===== config.mk =====
export PLATFORM = sky130hd
export DESIGN_NAME = bscp_front
export DESIGN_NICKNAME = d
export VERILOG_FILES = /design/src/bscp_pkg.sv /design/src/bscp_front.sv
export SDC_FILE = /design/constraint.sdc
export NUM_CORES = 2
export LEC_CHECK = 0
export BUFFER_PORTS_ARGS = -buffer_cell sky130_fd_sc_hd__buf_4
export CORE_UTILIZATION = 52
export CTS_CLUSTER_DIAMETER = 80
export DETAILED_ROUTE_END_ITERATION = 10
export PLACE_DENSITY_LB_ADDON = 0.05
export SETUP_SLACK_MARGIN = 0.1
export SLEW_MARGIN = 20
export SYNTH_ARGS = -nofsm -noshare
export SYNTH_HDL_FRONTEND = slang
export SYNTH_SLANG_ARGS = --single-unit

===== constraint.sdc =====
create_clock -name clk_i -period 11.3 [get_ports clk_i]
set_clock_uncertainty 0.2 [all_clocks]
set_input_delay 0.565 -clock clk_i [delete_from_list [all_inputs] [get_ports clk_i]]
set_output_delay 0.565 -clock clk_i [all_outputs]
set_load 0.01 [all_outputs]

===== src/bscp_pkg.sv =====
`default_nettype none
// ----------------------------------------------------------------------------
// bscp_pkg: shared types and constants
// Payload structs, register codes and the bearing arctangent table for the
// billboard sprite column projection block.
// ----------------------------------------------------------------------------
package bscp_pkg;

  typedef struct packed {
    logic [23:0] player_x;
    logic [23:0] player_y;
    logic [15:0] player_angle;
    logic [23:0] sprite_x;
    logic [23:0] sprite_y;
    logic        sprite_dead;
    logic [3:0]  frame_index;
    logic [11:0] column;
    logic [23:0] wall_distance;
  } bscp_in_t;

  typedef struct packed {
    logic               visible;
    logic        [24:0] sprite_distance;
    logic signed [23:0] draw_top;
    logic signed [23:0] draw_bottom;
    logic        [9:0]  texture_column;
  } bscp_out_t;

  typedef struct packed {
    logic [15:0] fov_angle;
    logic [11:0] view_cols;
    logic [11:0] view_rows;
    logic [23:0] height_scale;
  } bscp_cfg_t;

  // front-to-back queue entry
  typedef struct packed {
    logic        [48:0] dist_sq;
    logic signed [24:0] dx;
    logic signed [24:0] dy;
    logic        [15:0] player_angle;
    logic               sprite_dead;
    logic        [3:0]  frame_index;
    logic        [11:0] column;
    logic        [23:0] wall_distance;
  } bscp_work_t;

  typedef enum logic [1:0] {
    CFG_FOV_ANGLE    = 2'd0,
    CFG_VIEW_COLS    = 2'd1,
    CFG_VIEW_ROWS    = 2'd2,
    CFG_HEIGHT_SCALE = 2'd3
  } bscp_cfg_idx_e;

  localparam logic [15:0] FOV_RESET    = 16'd10923;
  localparam logic [11:0] WIDTH_RESET  = 12'd800;
  localparam logic [11:0] HEIGHT_RESET = 12'd600;
  localparam logic [23:0] SCALE_RESET  = 24'd17728;

  localparam int unsigned CORDIC_STEPS = 16;
  localparam int unsigned SQRT_STEPS   = 25;
  localparam int unsigned CDIV_STEPS   = 30;
  localparam int unsigned SIZE_BITS    = 23;
  localparam logic [SIZE_BITS-1:0] SIZE_MAX = '1;

  localparam int unsigned FIFO_DEPTH = 4;
  localparam int unsigned FIFO_AW    = 2;

  // atan(2^-i) in 2^24 units per turn
  function automatic logic [23:0] atan_lut(input logic [3:0] idx);
    logic [23:0] r;
    case (idx)
      4'd0:    r = 24'd2097152;
      4'd1:    r = 24'd1238021;
      4'd2:    r = 24'd654136;
      4'd3:    r = 24'd332050;
      4'd4:    r = 24'd166669;
      4'd5:    r = 24'd83416;
      4'd6:    r = 24'd41718;
      4'd7:    r = 24'd20860;
      4'd8:    r = 24'd10430;
      4'd9:    r = 24'd5215;
      4'd10:   r = 24'd2608;
      4'd11:   r = 24'd1304;
      4'd12:   r = 24'd652;
      4'd13:   r = 24'd326;
      4'd14:   r = 24'd163;
      4'd15:   r = 24'd81;
      default: r = 24'd0;
    endcase
    return r;
  endfunction

endpackage
`default_nettype wire


===== src/bscp_front.sv =====
`default_nettype none
// ----------------------------------------------------------------------------
// bscp_front: input stage
// Accepts transactions, forms the player-to-sprite offset and its squared
// length, and pushes work entries into the queue.
// ----------------------------------------------------------------------------
module bscp_front (
  input  wire                  clk_i,
  input  wire                  rst_ni,
  input  wire                  in_valid_i,
  output logic                 in_ready_o,
  input  bscp_pkg::bscp_in_t   in_data_i,
  output logic                 push_valid_o,
  input  wire                  push_ready_i,
  output bscp_pkg::bscp_work_t push_data_o
);
  import bscp_pkg::*;

  logic               en;
  logic               f1_vld_q, f2_vld_q;
  logic signed [24:0] dx_d, dy_d;
  logic signed [49:0] dxsq_full, dysq_full;
  bscp_work_t         f1_q, f2_q;
  logic        [47:0] dxsq_q, dysq_q;

  assign en         = !f2_vld_q || push_ready_i;
  assign in_ready_o = en;

  assign dx_d = $signed({1'b0, in_data_i.sprite_x}) - $signed({1'b0, in_data_i.player_x});
  assign dy_d = $signed({1'b0, in_data_i.sprite_y}) - $signed({1'b0, in_data_i.player_y});

  assign dxsq_full = f1_q.dx * f1_q.dx;
  assign dysq_full = f1_q.dy * f1_q.dy;

  always_ff @(posedge clk_i or negedge rst_ni) begin
    if (!rst_ni) begin
      f1_vld_q <= 1'b0;
      f2_vld_q <= 1'b0;
    end else if (en) begin
      f1_vld_q <= in_valid_i;
      f2_vld_q <= f1_vld_q;
    end
  end

  always_ff @(posedge clk_i) begin
    if (en) begin
      f1_q.dist_sq       <= '0;
      f1_q.dx            <= dx_d;
      f1_q.dy            <= dy_d;
      f1_q.player_angle  <= in_data_i.player_angle;
      f1_q.sprite_dead   <= in_data_i.sprite_dead;
      f1_q.frame_index   <= in_data_i.frame_index;
      f1_q.column        <= in_data_i.column;
      f1_q.wall_distance <= in_data_i.wall_distance;
      f2_q               <= f1_q;
      dxsq_q             <= dxsq_full[47:0];
      dysq_q             <= dysq_full[47:0];
    end
  end

  always_comb begin
    push_data_o         = f2_q;
    push_data_o.dist_sq = {1'b0, dxsq_q} + {1'b0, dysq_q};
  end

  assign push_valid_o = f2_vld_q;

endmodule
`default_nettype wire


==> results.json <==
{
  "status": "completed",
  "drv_cap": 0,
  "rr_endpoint": "dxsq_q[45]",
  "cts.sinks": 308,
  "crit_slowest_cell": "fa_1",
  "syn_inst": 5125,
  "clk_latency_ps": 600,
  "syn_nets": 6856,
  "hold_viol": 0,
  "design.portCount": 315,
  "end_kind": "flop",
  "async_flop_share_pct": 0.6494,
  "crit_path_max_fanout": 22,
  "startpoint": "f1_q[86]",
  "path_class": "reg2reg",
  "n_antenna_cell": 0,
  "start_kind": "flop",
  "fin_util_pct": 58.23,
  "drt_first_iter_violations": 1728,
  "fin_crit_ps": 8398,
  "setup_viol": 0,
  "synth.cell_area_um2": 53590,
  "dp_hpwl_um": 98450,
  "synth_area_per_cell_um2": 10.46,
  "cts_tree": "yes",
  "post-place-cells": 6731,
  "gp_routability_congestion": 0.8847,
  "path_buf_inv": 6,
  "yosys_warnings": 0,
  "worstReg2RegStart": "f1_q[86]",
  "ys_types": 82,
  "grt-ovfl-total": 0,
  "viasPerCell": 5.093,
  "synth_edf_count": 306,
  "drc": 0,
  "grt_pass1_wl_um": 197400,
  "ys_seq_area_share_pct": 17.24,
  "tns_ps": 0,
  "crit_family": "adder cells",
  "crit_path_frequent_cell": "fa_1",
  "antenna_found_initial": 1,
  "hp-class": "in2async",
  "fin_nets": 7194,
  "cp-endpoint": "dxsq_q[45]",
  "drive_gt1_share_pct": 8.470,
  "area_growth_syn_to_layout_pct": 10.87,
  "start_util_pct": 52.52,
  "wl_um": 120400,
  "htreeDepth": 2,
  "r2r_cells": 25,
  "maxSlewViolCount": 0,
  "clkTransAtPathRegs_ps": 60,
  "clk_path_buf_depth": 3,
  "maxSlewHeadroom_pct": 15.05,
  "die_width_um": 323.0,
  "rsz0062_at_grt": "no",
  "grt_max_degree": 142,
  "design.die.area_um2": 104300,
  "ys_ff_latch": 308,
  "portBuffers": 314,
  "worstPathArrival_ps": 8610,
  "rrSetupSlack_ps": 2900,
  "fin_cells": 6858,
  "cts-root-buf": "clkbuf_16",
  "wire_per_inst_um": 17.56,
  "fp-row-count": 117,
  "gr-usage-all-layers_pct": 24.49,
  "grt_pass1_vias": 37850,
  "die_h_um": 323.0,
  "cp.required_ps": 11510,
  "yosys_most_used_dff": "edfxtp_1",
  "fmax_ghz": 0.1191,
  "cts_resized": 0,
  "critical_path.max_stage_delay_ps": 580,
  "crit_cells": 25,
  "fin_crit_sh_pct": 74.31,
  "via_count": 34930,
  "tightest_slew_ps": 1242,
  "numCtsBuffers": 39,
  "drt_first_pass_iters": 5,
  "antenna_left": 0,
  "coreArea_um2": 102000
}
==> stage by stage <==
step / worst slack, ps / hold slack, ps / area [µm²]
6_report: 2902 / 102.4 / 59410
4_1_cts: 2936 / 40.71 / 59410
3_3_place_gp: 3141 / 148.9 / 57580
2_1_floorplan: 1916 / 69.41 / 53590
3_5_place_dp: 2971 / 148.6 / 57580
5_1_grt: 2342 / 86.53 / 59410
==> flip-flops by register name (all words and copies together) (netlist names) <==
| register | count |
|---|---|
| f1_vld_q | 1 |
| push_valid_o | 1 |
| dxsq_q | 46 |
| push_data_o | 107 |
| dysq_q | 46 |
| f1_q | 107 |
==> per-layer routing <==
layer	track usage, %	routed length, µm	vias up
li1	-	-	16120
met5	0	0	-
met1	31.86	49830	17940
met4	6.740	3216	0
met3	3.118	5710	158
met2	43.01	61680	716
==> layout by cell type, fill, tap and decap left out, types with 23 or more instances in the layout <==
cell	n
inv_1	1426
fa_1	1184
nand2_1	404
ha_1	390
buf_4	366
edfxtp_1	306
and2_1	246
xnor2_1	154
nor2_1	143
a21oi_1	130
a21o_1	82
dlygate4sd3_1	59
nor2b_1	56
o21ai_0	56
xor2_1	52
nand3_1	39
clkbuf_16	39
nand2b_1	35
nor3_1	27
o21a_1	24
and3_1	23
==> final cells by class <==
cell class                      instances  area [µm²]
Fill cell                            8944       42620
Multi-Input combinational cell       3261       38510
Sequential cell                       308        9239
Inverter                             1427        5356
Timing Repair Buffer                  426        3358
Tap cell                             1368        1712
Clock buffer                           43       991.0
Clock inverter                         25       247.7
==> cell families after synthesis <==
family          Yosys count  synth area share (%)
flops                   308                 17.24
fa+ha+maj              1574                 53.34
xor+xnor                206                 3.367
buf+inv                1556                 10.91
compound gates          450                 5.707
simple gates           1026                 9.335
mux                       5               0.09807
==> synth_stat cells, drive strengths merged, types with 23 or more instances <==
cell	number	area, µm²
nand3	39	195.2
nor2b	56	350.3
nand2b	36	225.2
o21a	25	188.9
a21oi	135	694.4
nor2	143	536.8
xnor2	154	1349
a21o	82	615.6
clkbuf	127	476.7
ha	390	4880
fa	1184	23700
inv	1426	5353
nor3	27	135.1
xor2	52	455.4
edfxtp	306	9189
o21ai	71	362.8
and3	23	143.9
and2	247	1545
nand2	404	1516
==> repair_timing <==
| action | CTS | global route |
|---|---|---|
| hold endpoints to repair | 60 | 0 |
| hold buffers | 59 | 0 |
| buffers inserted | 0 | 0 |
==> how the worst min path moves through the flow <==
stage	from	cells after the start	slack (ps)	to
3_5_place_dp	rst_ni	1	150	push_valid_o
5_1_grt	rst_ni	2	90	f1_vld_q
6_report	rst_ni	2	100	f1_vld_q
4_1_cts	rst_ni	2	40	f1_vld_q
2_1_floorplan	rst_ni	0	70	f1_vld_q
3_3_place_gp	rst_ni	1	150	f1_vld_q
==> worst reg2reg max path, stage by stage (launching register included) <==
cell and delay, ps:
edfxtp_1 320, buf_4 310, clkinv_1 450, nor2_1 340, fa_1 480, fa_1 490, inv_1 50, fa_1 530
inv_1 50, fa_1 400, fa_1 470, fa_1 540, inv_1 60, fa_1 580, inv_1 60, ha_1 350
a21o_1 180, a21o_1 160, a21oi_1 210, o221ai_2 230, a32o_1 340, o21ai_1 300, a21oi_2 130, o31ai_1 350
mux2_2 380, nor4_1 230
Power is not shown: default switching activity piles up to over one toggle a cycle in this logic, so the estimate is an artifact.
