### src/bscp_pkg.sv
`default_nettype none
// ----------------------------------------------------------------------------
// bscp_pkg: shared types and constants
// Payload structs, register codes and the bearing arctangent table for the
// billboard sprite column projection block.
// ----------------------------------------------------------------------------
package bscp_pkg;

  typedef struct packed {
    logic [23:0] player_x;
    logic [23:0] player_y;
    logic [15:0] player_angle;
    logic [23:0] sprite_x;
    logic [23:0] sprite_y;
    logic        sprite_dead;
    logic [3:0]  frame_index;
    logic [11:0] column;
    logic [23:0] wall_distance;
  } bscp_in_t;

  typedef struct packed {
    logic               visible;
    logic        [24:0] sprite_distance;
    logic signed [23:0] draw_top;
    logic signed [23:0] draw_bottom;
    logic        [9:0]  texture_column;
  } bscp_out_t;

  typedef struct packed {
    logic [15:0] fov_angle;
    logic [11:0] view_cols;
    logic [11:0] view_rows;
    logic [23:0] height_scale;
  } bscp_cfg_t;

  // front-to-back queue entry
  typedef struct packed {
    logic        [48:0] dist_sq;
    logic signed [24:0] dx;
    logic signed [24:0] dy;
    logic        [15:0] player_angle;
    logic               sprite_dead;
    logic        [3:0]  frame_index;
    logic        [11:0] column;
    logic        [23:0] wall_distance;
  } bscp_work_t;

  typedef enum logic [1:0] {
    CFG_FOV_ANGLE    = 2'd0,
    CFG_VIEW_COLS    = 2'd1,
    CFG_VIEW_ROWS    = 2'd2,
    CFG_HEIGHT_SCALE = 2'd3
  } bscp_cfg_idx_e;

  localparam logic [15:0] FOV_RESET    = 16'd10923;
  localparam logic [11:0] WIDTH_RESET  = 12'd800;
  localparam logic [11:0] HEIGHT_RESET = 12'd600;
  localparam logic [23:0] SCALE_RESET  = 24'd17728;

  localparam int unsigned CORDIC_STEPS = 16;
  localparam int unsigned SQRT_STEPS   = 25;
  localparam int unsigned CDIV_STEPS   = 30;
  localparam int unsigned SIZE_BITS    = 23;
  localparam logic [SIZE_BITS-1:0] SIZE_MAX = '1;

  localparam int unsigned FIFO_DEPTH = 4;
  localparam int unsigned FIFO_AW    = 2;

  // atan(2^-i) in 2^24 units per turn
  function automatic logic [23:0] atan_lut(input logic [3:0] idx);
    logic [23:0] r;
    case (idx)
      4'd0:    r = 24'd2097152;
      4'd1:    r = 24'd1238021;
      4'd2:    r = 24'd654136;
      4'd3:    r = 24'd332050;
      4'd4:    r = 24'd166669;
      4'd5:    r = 24'd83416;
      4'd6:    r = 24'd41718;
      4'd7:    r = 24'd20860;
      4'd8:    r = 24'd10430;
      4'd9:    r = 24'd5215;
      4'd10:   r = 24'd2608;
      4'd11:   r = 24'd1304;
      4'd12:   r = 24'd652;
      4'd13:   r = 24'd326;
      4'd14:   r = 24'd163;
      4'd15:   r = 24'd81;
      default: r = 24'd0;
    endcase
    return r;
  endfunction

endpackage
`default_nettype wire

### src/bscp_fifo.sv
`default_nettype none
// ----------------------------------------------------------------------------
// bscp_fifo: work queue
// Short queue that decouples the input stage from the projection pipeline.
// ----------------------------------------------------------------------------
module bscp_fifo (
  input  wire                  clk_i,
  input  wire                  rst_ni,
  input  wire                  push_valid_i,
  output logic                 push_ready_o,
  input  bscp_pkg::bscp_work_t push_data_i,
  output logic                 pop_valid_o,
  input  wire                  pop_ready_i,
  output bscp_pkg::bscp_work_t pop_data_o
);
  import bscp_pkg::*;

  bscp_work_t         mem_q [FIFO_DEPTH];
  logic [FIFO_AW-1:0] wr_q, rd_q;
  logic [FIFO_AW:0]   cnt_q;
  logic               do_push, do_pop;

  assign push_ready_o = cnt_q != (FIFO_AW+1)'(FIFO_DEPTH);
  assign pop_valid_o  = cnt_q != '0;
  assign do_push      = push_valid_i && push_ready_o;
  assign do_pop       = pop_valid_o && pop_ready_i;
  assign pop_data_o   = mem_q[rd_q];

  always_ff @(posedge clk_i or negedge rst_ni) begin
    if (!rst_ni) begin
      wr_q  <= '0;
      rd_q  <= '0;
      cnt_q <= '0;
    end else begin
      if (do_push) wr_q <= wr_q + 1'b1;
      if (do_pop)  rd_q <= rd_q + 1'b1;
      if (do_push && !do_pop)      cnt_q <= cnt_q + 1'b1;
      else if (do_pop && !do_push) cnt_q <= cnt_q - 1'b1;
    end
  end

  always_ff @(posedge clk_i) begin
    if (do_push) mem_q[wr_q] <= push_data_i;
  end

endmodule
`default_nettype wire

### config.mk
export PLATFORM = sky130hd
export DESIGN_NAME = bscp_fifo
export DESIGN_NICKNAME = d
export VERILOG_FILES = /design/src/bscp_pkg.sv /design/src/bscp_fifo.sv
export SDC_FILE = /design/constraint.sdc
export NUM_CORES = 1
export LEC_CHECK = 0
export ABC_AREA = 1
export BUFFER_PORTS_ARGS = -buffer_cell sky130_fd_sc_hd__buf_2
export CAP_MARGIN = 20
export CELL_PAD_IN_SITES_DETAIL_PLACEMENT = 0
export CELL_PAD_IN_SITES_GLOBAL_PLACEMENT = 2
export CORE_MARGIN = 4
export CORE_UTILIZATION = 35
export DETAILED_ROUTE_END_ITERATION = 8
export PLACE_DENSITY = 0.79
export SYNTH_ARGS = -nofsm -noshare
export SYNTH_HDL_FRONTEND = slang
export SYNTH_SLANG_ARGS = --single-unit
### constraint.sdc
create_clock -name clk_i -period 25 [get_ports clk_i]
set_input_delay 1.25 -clock clk_i [delete_from_list [all_inputs] [get_ports clk_i]]
set_output_delay 1.25 -clock clk_i [all_outputs]
set_load 0.01 [all_outputs]
==> results.tsv <==
stage	metric	value	unit
clock_network	# hold bufs at CTS	0	
clock_network	clk_lat worst skew	0.58	ns
routing	DRC Markers	0	
setup_path	CP Capture Type	output port	
die	Initial Util	35.4	%
sta	Highest Clock Rate	184	MHz
logic_synthesis	dominant cell type by area after synthesis	edfxtp_1	
clock_network	Setup Buffers After CTS	0	
setup_path	worst path required time	23.75	ns
logic_synthesis	count leader, synth	edfxtp_1	
logic_synthesis	Cell variety after synth	18	
logic_synthesis	Synth top cells by count	edfxtp_1, nand2_1, inv_1	
setup_path	Critical Path Fanout Max	221	
logic_synthesis	ys flop type	edfxtp_1	
setup_path	crit start category	register	
clock_network	Clock Path Buffers	3	
setup_path	Largest stage delay, worst path	0.87	ns
sta	worst clock skew	0.0218	ns
routing	Pre-antenna DRT Iters	4	
grt	Tot GR Track Use	14.0	%
logic_synthesis	mapped cell area	25500	um^2
hold_path	HP Class	in -> async	
power	PwrDens	120	nW/um^2
clock_network	clock sink count	631	
logic_synthesis	syn nets	2046	
sta	Relative slew margins	14.6	%
die	Die Ht	278	um
sta	Setup TNS Final	0	ns
logic_synthesis	post-synthesis instance total	1880	
sta	RSZ-0062 raised after global routing	no	
routing	Vias/cell	4.62	
setup_path	Worst path slowest cell	buf_4	
grt	GRT Residual Overflow	0	
finish	Storage cell area	18900	um^2
finish	Final nets	2349	
power	Peak VDD IR	112	uV
logic_synthesis	Post-synth EDFFs	624	
sta	number of setup violations in the final report	0	
logic_synthesis	top cell type's share of synthesized area	73.6	%
clock_network	CTS tree	built	
clock_network	CTS resizes	0	
outcome	outcome	complete, no violations	
logic_synthesis	Yosys reg bits	631	
routing	Routed Antenna Nets	0	
finish	Filler cells	6618	
placed_design	DP HPWL	32.1	mm
finish	layout cells sized above 1	22.2	%
die	die width	278	um
power	leakage	0.0119	uW
setup_path	cell mode on critical path	nand2_1	
sta	Final Hold Fails	0	
flow_run	max_cap viols	0	
sta	Tmin final	5.43	ns
routing	initial detailed-routing violation count	731	
clock_network	CTS clk-pin slew, worst paths	0.06	ns
die	Ports	318	
placed_design	port bufs	317	
routing	Wirelength per Cell	17.3	um
clock_network	H-tree depth	3	
logic_synthesis	most area-consuming cells after synthesis	edfxtp_1, o211ai_1, nand2_1	
logic_synthesis	sequential cell area fraction in the yosys report	74.3	%
sta	period utilization	21.7	%
grt	first-pass GRT wire length	84.5	mm
setup_path	crit-path cells	inv_8 -> buf_4 -> buf_12 -> nand2_1 -> o211ai_1 -> nand2_1 -> buf_2	
logic_synthesis	synth warn	0	
placed_design	Routability Congestion	0.710	
clock_network	root buffer cell	clkbuf_16	
grt	initial antenna violation count	12	
setup_path	worst setup path class	reg -> out	
finish	Area growth syn-to-layout	17.4	%
finish	area taken by multi-input logic gates	4650	um^2
routing	via count	14700	
setup_path	crit path DAT	4.18	ns
clock_network	Num CTS Buffers	69	
sta	actual slew at the worst max-slew pin	1.28	ns
routing	final WL	55.1	mm
die	die area	77100	um^2
logic_synthesis	mean post-synth cell area	13.5	um^2
logic_synthesis	FFs w/ async S/R, synth	1.11	%
finish	Core Util, Final	41.6	%
grt	number of global-route vias before repair	14900	
grt	pin count of the biggest net entering global routing	222	
die	row count	98	
sta	Slew Limit Fails	0	
die	Core Box Area	71900	um^2
[power by group]
| part | leakage, uW | internal [uW] | total [uW] | switching (uW) |
|---|---|---|---|---|
| Sequential | 0.00580 | 1390 | 1440 | 50.0 |
| Combinational | 0.00507 | 371 | 1190 | 824 |
| Clock | 0.00102 | 559 | 945 | 387 |
[layout by cell type (no fill, tap or decap)]
| cell type | netlist | final |
|---|---|---|
| clkinv_8 | 0 | 2 |
| buf_4 | 6 | 16 |
| inv_6 | 0 | 4 |
| o211ai_2 | 60 | 60 |
| clkinv_1 | 0 | 11 |
| nand2_1 | 485 | 485 |
| bufinv_16 | 0 | 5 |
| clkbuf_16 | 0 | 69 |
| o21ai_0 | 1 | 1 |
| clkbuf_1 | 24 | 14 |
| edfxtp_1 | 624 | 624 |
| ha_1 | 5 | 5 |
| xnor2_1 | 1 | 1 |
| fa_1 | 1 | 1 |
| buf_12 | 0 | 2 |
| nand4_1 | 1 | 1 |
| o211ai_1 | 252 | 252 |
| dfrtp_1 | 7 | 6 |
| inv_8 | 0 | 1 |
| buf_16 | 0 | 1 |
| nand3_1 | 7 | 7 |
| clkinv_2 | 0 | 8 |
| clkinv_4 | 0 | 1 |
| nor2_4 | 0 | 4 |
| diode_2 | 0 | 11 |
| inv_1 | 326 | 326 |
| clkinvlp_4 | 0 | 3 |
| dfrtp_4 | 0 | 1 |
| buf_2 | 43 | 317 |
[flip-flops by register name, summed over array words and instances, names as in the netlist]
register	flops
cnt_q	3
rd_q	2
mem_q	624
wr_q	2
[metal layers]
| metal | track usage, % | share of wire, % |
|---|---|---|
| met5 | 0 | 0.047 |
| met4 | 4.11 | 2.3 |
| met2 | 25.5 | 52 |
| met3 | 3.85 | 5.3 |
| met1 | 16.2 | 40 |
[cell families after synthesis]
| kind of cell | Yosys count | synth area share [%] |
|---|---|---|
| xor+xnor | 1 | 0.0344 |
| compound gates | 313 | 10.4 |
| buf+inv | 432 | 7.58 |
| fa+ha+maj | 6 | 0.324 |
| flops | 631 | 74.3 |
| simple gates | 497 | 7.37 |
[critical path, delay by kind of cell, from the launching register on]
| kind | cells | cell delay, ns |
|---|---|---|
| AO/OA/AOI/OAI | 1 | 0.13 |
| buffers and inverters | 4 | 2.25 |
| flip-flops | 1 | 0.45 |
| AND/OR/NAND/NOR | 2 | 0.27 |
[final timing paths]
kind,slack [ns],end,depth (start not counted),startpoint
max,19.57,pop_data_o[78],7,rd_q[0]
min,0.51,rd_q[1],1,rst_ni
max reg2reg,21.38,mem_q[0][73],6,cnt_q[0]
min reg2reg,0.51,cnt_q[2],2,cnt_q[2]
max in group asynchronous,24.30,rd_q[1],1,rst_ni
min in group clk_i,0.51,cnt_q[2],2,cnt_q[2]
[per-stage QoR]
step | cell area (um^2) | power (uW) | hold slack (ns) | instances | setup slack, ns
after floorplan | 25500 | 2310 | 0.463 | 1880 | 16.45
after global placement | 27700 | 2660 | 0.482 | 3061 | 20.35
after detailed placement | 27700 | 2690 | 0.494 | 3061 | 20.25
after CTS | 29800 | 3650 | 0.450 | 3177 | 19.60
after global routing | 29900 | 3820 | 0.459 | 3185 | 19.17
final | 29900 | 3580 | 0.507 | 3189 | 19.57
[layout make-up]
type	instances	share of cell area [%]
Multi-Input combinational cell	817	15.5
Tap cell	950	3.98
Antenna cell	11	0.0921
Timing Repair Buffer	336	5.93
Inverter	328	4.16
Clock buffer	83	5.95
Sequential cell	631	63.3
Clock inverter	33	1.08
Power figures use the tool's default switching activity.
